`config.mk`:
```
export PLATFORM = sky130hd
export DESIGN_NAME = escaped_response_frame_decoder_unit
export DESIGN_NICKNAME = d
export VERILOG_FILES = /design/src/rtl/erfd_pkg.sv /design/src/rtl/erfd_decode.sv /design/src/rtl/erfd_out_queue.sv /design/src/rtl/escaped_response_frame_decoder_unit.sv
export SDC_FILE = /design/constraint.sdc
export NUM_CORES = 1
export LEC_CHECK = 0
export BUFFER_PORTS_ARGS = -buffer_cell sky130_fd_sc_hd__buf_2
export CORE_ASPECT_RATIO = 1.2
export CORE_MARGIN = 5
export CORE_UTILIZATION = 45
export DETAILED_ROUTE_END_ITERATION = 8
export PLACE_DENSITY = 0.61
export SLEW_MARGIN = 20
export SYNTH_ARGS = -nofsm -noshare
export SYNTH_HDL_FRONTEND = slang
export SYNTH_SLANG_ARGS = --single-unit
```
`constraint.sdc`:
```
create_clock -name aclk -period 6.97 [get_ports aclk]
set_clock_uncertainty 0.05 [all_clocks]
set_input_delay 0.3485 -clock aclk [delete_from_list [all_inputs] [get_ports aclk]]
set_output_delay 0.3485 -clock aclk [all_outputs]
set_load 0.02 [all_outputs]
```
`src/rtl/erfd_pkg.sv`:
```
// Package for the escaped response frame decoder.
// Holds the beat types, status and kind codes, constants and the CRC-16 step.
// No dependencies.
package erfd_pkg;

    localparam int WORD_LIMIT = 31;

    localparam logic [7:0]  ESC_BYTE         = 8'hC5;
    localparam logic [7:0]  SYNC_SUB         = 8'hB5;
    localparam logic [7:0]  RESP_OK          = 8'h01;
    localparam logic [7:0]  LEN_MAX          = 8'hFF;
    localparam logic [15:0] CRC_POLY         = 16'h1021;
    localparam logic [4:0]  WORD_COUNT_RESET = 5'd1;

    typedef enum logic [1:0] {
        ST_OK         = 2'd0,
        ST_BAD_CODE   = 2'd1,
        ST_BAD_LENGTH = 2'd2,
        ST_BAD_CRC    = 2'd3
    } status_t;

    typedef enum logic {
        KIND_WORD   = 1'b0,
        KIND_STATUS = 1'b1
    } kind_t;

    typedef struct packed {
        logic [7:0] raw_byte;
        logic       end_of_frame;
    } erfd_in_t;

    typedef struct packed {
        kind_t       kind;
        logic [31:0] word_value;
        logic [4:0]  word_index;
        status_t     status;
        logic        last;
    } erfd_out_t;

    // Up to two results produced by one processed byte, head result first.
    typedef struct packed {
        logic [1:0] count;
        erfd_out_t  res0;
        erfd_out_t  res1;
    } erfd_push_t;

    typedef struct packed {
        logic        esc;
        logic [7:0]  len;
        logic [15:0] crc;
        logic [23:0] wasm;
        logic [15:0] rcrc;
        logic        cbad;
    } erfd_state_t;

    function automatic logic [15:0] crc16_byte(input logic [15:0] crc, input logic [7:0] b);
        logic [15:0] c;
        c = crc ^ {b, 8'h00};
        for (int i = 0; i < 8; i++) begin
            if (c[15]) begin
                c = {c[14:0], 1'b0} ^ CRC_POLY;
            end else begin
                c = {c[14:0], 1'b0};
            end
        end
        return c;
    endfunction

    function automatic logic [4:0] words_expected(input logic [4:0] wc);
        logic [6:0] limit;
        limit = 7'(WORD_LIMIT);
        if ({2'b00, wc} > limit) begin
            return limit[4:0];
        end
        return wc;
    endfunction

endpackage

```
`src/rtl/erfd_decode.sv`:
```
// Per-byte unstuffing, word assembly, CRC and frame status logic with its state.
// Depends on erfd_pkg.
module erfd_decode
    import erfd_pkg::*;
(
    input  logic       aclk,
    input  logic       aresetn,
    input  logic       fire,
    input  erfd_in_t   beat,
    input  logic [4:0] word_count,
    output erfd_push_t push
);

    erfd_state_t st_reg, st_next;
    logic        have;
    logic        emit;
    logic [7:0]  dbyte;
    logic [7:0]  rel;
    logic [5:0]  k;
    logic [4:0]  nwords;
    logic [7:0]  exp_len;
    status_t     stat;
    erfd_out_t   res_word, res_stat;

    assign nwords  = words_expected(word_count);
    assign exp_len = 8'({nwords, 2'b00}) + 8'd4;
    assign rel     = st_reg.len - 8'd2;
    assign k       = rel[7:2];

    always_comb begin
        st_next = st_reg;
        have    = 1'b0;
        emit    = 1'b0;
        dbyte   = beat.raw_byte;
        stat    = ST_OK;

        if (st_reg.len == 8'd0 && !st_reg.esc) begin
            have = 1'b1;
        end else if (st_reg.esc) begin
            dbyte       = (beat.raw_byte == 8'd0) ? SYNC_SUB : ESC_BYTE;
            st_next.esc = 1'b0;
            have        = 1'b1;
        end else if (beat.raw_byte == ESC_BYTE) begin
            st_next.esc = 1'b1;
        end else begin
            have = 1'b1;
        end

        if (have) begin
            if (st_reg.len == 8'd1 && dbyte != RESP_OK) begin
                st_next.cbad = 1'b1;
            end
            if (st_reg.len >= 8'd2) begin
                if (k < {1'b0, nwords}) begin
                    if (rel[1:0] == 2'd3) begin
                        emit         = 1'b1;
                        st_next.wasm = '0;
                    end else begin
                        st_next.wasm = {st_reg.wasm[15:0], dbyte};
                    end
                end
                st_next.crc = crc16_byte(st_reg.crc, st_reg.rcrc[15:8]);
            end
            st_next.rcrc = {st_reg.rcrc[7:0], dbyte};
            if (st_reg.len < LEN_MAX) begin
                st_next.len = st_reg.len + 8'd1;
            end
        end

        // Status is judged on the state after this byte.
        if (st_next.len < 8'd2) begin
            stat = ST_BAD_LENGTH;
        end else if (st_next.cbad) begin
            stat = ST_BAD_CODE;
        end else if (st_next.esc || st_next.len != exp_len) begin
            stat = ST_BAD_LENGTH;
        end else if (st_next.crc != st_next.rcrc) begin
            stat = ST_BAD_CRC;
        end

        if (beat.end_of_frame) begin
            st_next = '0;
        end
    end

    always_comb begin
        res_word.kind       = KIND_WORD;
        res_word.word_value = {st_reg.wasm, dbyte};
        res_word.word_index = k[4:0];
        res_word.status     = ST_OK;
        res_word.last       = 1'b0;

        res_stat.kind       = KIND_STATUS;
        res_stat.word_value = '0;
        res_stat.word_index = '0;
        res_stat.status     = stat;
        res_stat.last       = 1'b1;

        push.count = fire ? (2'(emit) + 2'(beat.end_of_frame)) : 2'd0;
        push.res0  = emit ? res_word : res_stat;
        push.res1  = res_stat;
    end

    always_ff @(posedge aclk) begin
        if (!aresetn) begin
            st_reg <= '0;
        end else if (fire) begin
            st_reg <= st_next;
        end
    end

`ifndef SYNTH
    a_pair_order: assert property (@(posedge aclk) disable iff (!aresetn)
        push.count == 2'd2 |-> push.res0.kind == KIND_WORD && push.res1.kind == KIND_STATUS)
        else $error("two results must be a word followed by a status");

    a_frame_clear: assert property (@(posedge aclk) disable iff (!aresetn)
        fire && beat.end_of_frame |=> st_reg == '0)
        else $error("frame state not cleared after end of frame");
`endif

endmodule

```
`src/rtl/erfd_out_queue.sv`:
```
// Two-entry result buffer that drives the result channel.
// Depends on erfd_pkg.
module erfd_out_queue
    import erfd_pkg::*;
(
    input  logic       aclk,
    input  logic       aresetn,
    input  erfd_push_t push,
    output logic       space,
    output logic       m_valid,
    input  logic       m_ready,
    output erfd_out_t  m_data
);

    logic [1:0] count_reg, count_next;
    erfd_out_t  ent0_reg, ent0_next;
    erfd_out_t  ent1_reg, ent1_next;
    logic       pop;

    assign m_valid = (count_reg != 2'd0);
    assign m_data  = ent0_reg;
    assign pop     = m_valid && m_ready;
    // A push is only allowed when the buffer will be empty after this cycle's pop.
    assign space   = (count_reg == 2'd0) || (count_reg == 2'd1 && m_ready);

    always_comb begin
        count_next = count_reg - 2'(pop) + push.count;
        ent0_next  = ent0_reg;
        ent1_next  = ent1_reg;
        if (push.count != 2'd0) begin
            ent0_next = push.res0;
            ent1_next = push.res1;
        end else if (pop) begin
            ent0_next = ent1_reg;
        end
    end

    always_ff @(posedge aclk) begin
        if (!aresetn) begin
            count_reg <= 2'd0;
        end else begin
            count_reg <= count_next;
        end
    end

    always_ff @(posedge aclk) begin
        ent0_reg <= ent0_next;
        ent1_reg <= ent1_next;
    end

`ifndef SYNTH
    a_no_overflow: assert property (@(posedge aclk) disable iff (!aresetn)
        count_reg != 2'd3)
        else $error("result buffer overflow");

    a_push_into_empty: assert property (@(posedge aclk) disable iff (!aresetn)
        push.count != 2'd0 |-> count_reg == 2'd0 || (count_reg == 2'd1 && pop))
        else $error("push while the buffer still holds results");
`endif

endmodule

```
`src/rtl/escaped_response_frame_decoder_unit.sv`:
```
// Escaped response frame decoder top level; depends on erfd_pkg, erfd_decode, erfd_out_queue.
// A beat in the input register is processed once the result buffer can take both results
// it might produce, which the buffer registers and offers. Throughput: one input beat per
// cycle while results drain. An end-of-frame beat that also completes a word yields two
// beats and holds the input until the result buffer drains. Reset (aresetn, synchronous,
// active low) empties all stages, clears the frame state and sets word_count to 1.
module escaped_response_frame_decoder_unit
    import erfd_pkg::*;
(
    input  logic       aclk,
    input  logic       aresetn,

    input  logic       s_valid,
    output logic       s_ready,
    input  erfd_in_t   s_data,

    output logic       m_valid,
    input  logic       m_ready,
    output erfd_out_t  m_data,

    input  logic       cfg_wr_en,
    input  logic [4:0] cfg_wr_data
);

    // The input register holds one beat. It is processed as soon as the result
    // buffer can take both results it might produce, so a fresh beat can be
    // taken in the same cycle the held one moves on.
    logic       in_vld_reg, in_vld_next;
    erfd_in_t   in_reg;
    logic [4:0] wc_reg;
    logic       fire;
    logic       space;
    erfd_push_t push;

    assign fire    = in_vld_reg && space;
    assign s_ready = !in_vld_reg || fire;

    always_comb begin
        in_vld_next = in_vld_reg;
        if (s_valid && s_ready) begin
            in_vld_next = 1'b1;
        end else if (fire) begin
            in_vld_next = 1'b0;
        end
    end

    always_ff @(posedge aclk) begin
        if (!aresetn) begin
            in_vld_reg <= 1'b0;
            wc_reg     <= WORD_COUNT_RESET;
        end else begin
            in_vld_reg <= in_vld_next;
            if (cfg_wr_en) begin
                wc_reg <= cfg_wr_data;
            end
        end
    end

    // The payload register needs no reset; it is qualified by in_vld_reg.
    always_ff @(posedge aclk) begin
        if (s_valid && s_ready) begin
            in_reg <= s_data;
        end
    end

    // Unstuffing, word assembly, CRC and the frame verdict for the held beat.
    erfd_decode u_decode (
        .aclk       (aclk),
        .aresetn    (aresetn),
        .fire       (fire),
        .beat       (in_reg),
        .word_count (wc_reg),
        .push       (push)
    );

    // Results wait here until the downstream side takes them, one beat at a time.
    erfd_out_queue u_out_queue (
        .aclk    (aclk),
        .aresetn (aresetn),
        .push    (push),
        .space   (space),
        .m_valid (m_valid),
        .m_ready (m_ready),
        .m_data  (m_data)
    );

`ifndef SYNTH
    a_ready_when_empty: assert property (@(posedge aclk) disable iff (!aresetn)
        !in_vld_reg |-> s_ready)
        else $error("input stage empty but not ready");
`endif

endmodule

```
==> impl_metrics.tcl <==
set metrics [dict create \
    path_cells "inv_1 > ha_1 > xor2_1 > ha_1 > a21boi_0 > o21a_1 > o21ai_0 > nand2b_1 > a2111oi_0 > nand2_1 > inv_1 > ha_1 > o21ai_0 > inv_1 > or2_2" \
    drt-initial-drc-count 361 \
    grt_use_total_pct 21.0 \
    yosysMostFrequentCell "dfxtp_1" \
    wl_um 18100 \
    tns_ps 0 \
    switching_share_pct 29.3 \
    largest_reg_flops 42 \
    post_dp_cell_area_um2 7160 \
    clk_path_buf_depth 2 \
    yosys_warnings 0 \
    numCtsBuffers 17 \
    antenna_found_initial 0 \
    start_kind "register" \
    final_util_pct 52.6 \
    end_kind "register" \
    worst_slew_pin_slew_ps 916 \
    vias 5594 \
    hold_class "in2reg" \
    p_int_uw 1590 \
    ir_drop_mv 0.164 \
    drive_gt1_share_pct 15.0 \
    synth_cells 711 \
    fillers 1442 \
    crit_required_ps 6970 \
    path_clk_slew_ps 60 \
    ys_top_cells_by_count "74 x dfxtp_1, 51 x edfxtp_1, 48 x nand2_1" \
    critical_path_arrival_ps 5390 \
    syn_to_final_growth_pct 16.3 \
    ios 62 \
    grt_pass1_vias 5340 \
    clock_latency_ps 420 \
    port-buffer-count 61 \
    synthArstFlopShare_pct 0 \
    final-setup-viol-count 0 \
    num_rows 49 \
    synth_edf_count 51 \
    routed_via_density 5.76 \
    syn_avg_cell_area_um2 9.44 \
    place.gp.congestion 0.943 \
    cts_tree "built" \
    synth_area_um2 6710 \
    die_h_um 144 \
    pwr-share-clk_pct 42.2 \
    maxSlewViolCount 0 \
    overflow 0 \
    design_area_um2 7800 \
    die_width_um 121 \
    die_area_um2 17500 \
    crit_slowest_cell "or2_2" \
    finalPower_uw 2250 \
    synth_top_area_cell "edfxtp_1" \
    pwr-share-seq_pct 39.6 \
    final_nets 786 \
    h-tree-depth 4 \
    synth_nets 743 \
    max_freq_mhz 186 \
    hold_buffers 0 \
    power_density_nw_per_um2 288 \
    post_cts_buffers 0 \
    grt_max_degree 75 \
    period_needed_ps 5390 \
    crit_fanout 40 \
    hold_viol_final 0 \
    postRouteAntennaNets 0 \
    drt_pass1_iterations 6 \
    drv_cap 0 \
    grt_pass1_wl_um 28800 \
    synth-main-ff-cell "dfxtp_1" \
    post-route-period-util_pct 77.3 \
    grt_setup_unrepaired "no" \
    pwr-share-comb_pct 18.1 \
    drc 0 \
    yosysSeqAreaShare_pct 44.9 \
    synth_area_leaders "edfxtp_1 23%, dfxtp_1 22%, xnor2_1 4.8%, nor2b_1 3.5%, a22oi_1 3.5%" \
    ys_ff_latch 125 \
    critPathMaxStageDelay_ps 780 \
    n_antenna_cell 0 \
    relSlewSlack_pct 38.8 \
    synth_cell_type_count 60 \
    p_leak_uw 0.00294 \
    wire_per_inst_um 18.6 \
    initial_utilization_pct 45.2 \
    cts_num_sinks 125 \
    cts_resized 0 \
    switchingPower_uw 659 \
    core_area_um2 14800 \
    dpl.hpwl_um 12700 \
    yosysTopAreaCellShare_pct 22.8 \
    path_class "reg2reg" \
    cts.root.buffer_cell "clkbuf_16" \
    status "completed" \
]
## final timing paths
| path | startpoint | to | slack, ps | cells past startpoint |
|---|---|---|---|---|
| worst min-delay path | s_data[4] | in_reg[4]$_DFFE_PP_ | 50 | 1 |
| worst max-delay path | u_decode.st_reg[59]$_SDFFE_PN0P_ | u_out_queue.m_data[13]$_SDFFCE_PN0P_ | 1580 | 15 |
| worst max register to register | u_decode.st_reg[59]$_SDFFE_PN0P_ | u_out_queue.m_data[13]$_SDFFCE_PN0P_ | 1580 | 15 |
| worst min register to register | u_decode.res_word[37]$_SDFFE_PN0P_ | u_decode.res_word[37]$_SDFFE_PN0P_ | 410 | 2 |
## area by class of cell
| cell class | instances | area, um^2 | area share, % |
|---|---|---|---|
| Sequential cell | 125 | 3010 | 38.6 |
| Tap cell | 204 | 255 | 3.27 |
| Inverter | 26 | 97.6 | 1.25 |
| Clock inverter | 14 | 209 | 2.68 |
| Timing Repair Buffer | 70 | 375 | 4.81 |
| Multi-Input combinational cell | 514 | 3420 | 43.9 |
| Clock buffer | 18 | 429 | 5.50 |
## worst max-delay path: cells and delay by family, from the launching register on
kind                       cells  cell delay (ps)
adders and majority gates      3              790
DFF                            1              540
buffers and inverters          3              770
AOI/OAI and AO/OA              5             1540
and+or+nand+nor                3             1090
xor gates and xnor gates       1              220
## per-stage QoR
stage | cells | worst slack [ps] | hold slack, ps
2_1_floorplan | 711 | 2350 | 386
3_3_place_gp | 939 | 1830 | 403
3_5_place_dp | 939 | 1630 | 410
4_1_cts | 971 | 1580 | 39.2
5_1_grt | 971 | 1080 | 40.4
6_report | 971 | 1580 | 52.7
## cell families after synthesis
kind of cell,count (synthesis),share of synthesized area (%)
AO/OA/AOI/OAI,181,18.7
buffers and inverters,72,4.20
adder cells (fa/ha/maj),13,2.42
flip-flops,125,44.9
AND/OR/NAND/NOR,255,21.1
XOR/XNOR,54,7.05
multiplexers,11,1.66
## routing by layer
| layer | vias up | track usage, % | share of wire, % |
|---|---|---|---|
| met3 | 43 | 4.13 | 5.6 |
| li1 | 2688 | - | - |
| met4 | 0 | 8.85 | 2.5 |
| met1 | 2664 | 26.9 | 43 |
| met2 | 199 | 34.8 | 49 |
| met5 | - | 0 | 0 |
## power groups by stage
stage	Sequential (uW)	Clock [uW]	Combinational, uW
final	892	951	408
after global routing	902	999	443
after detailed placement	908	0	411
after global placement	906	0	407
after floorplan	968	0	212
after CTS	893	963	412
## layout by cell type, fill, tap and decap left out, types with 5 or more instances in the layout
cell type and n:
nor3_1 15, o21ai_0 32, nand3b_1 5, inv_1 26, and2_1 12, a22oi_1 31, xnor2_1 37, buf_2 60
clkinv_4 5, xor2_1 17, and3_1 34, nand2b_1 8, nand4_1 8, mux2i_1 10, a31oi_1 5, nor2_1 27
nor2b_1 38, dfxtp_1 74, nand2_1 48, o211ai_1 6, a21oi_1 20, buf_4 10, clkbuf_16 17, a21boi_0 28
o22ai_1 11, edfxtp_1 51, ha_1 13, nand3_1 36
No activity file was read; power rests on OpenSTA's default activity.
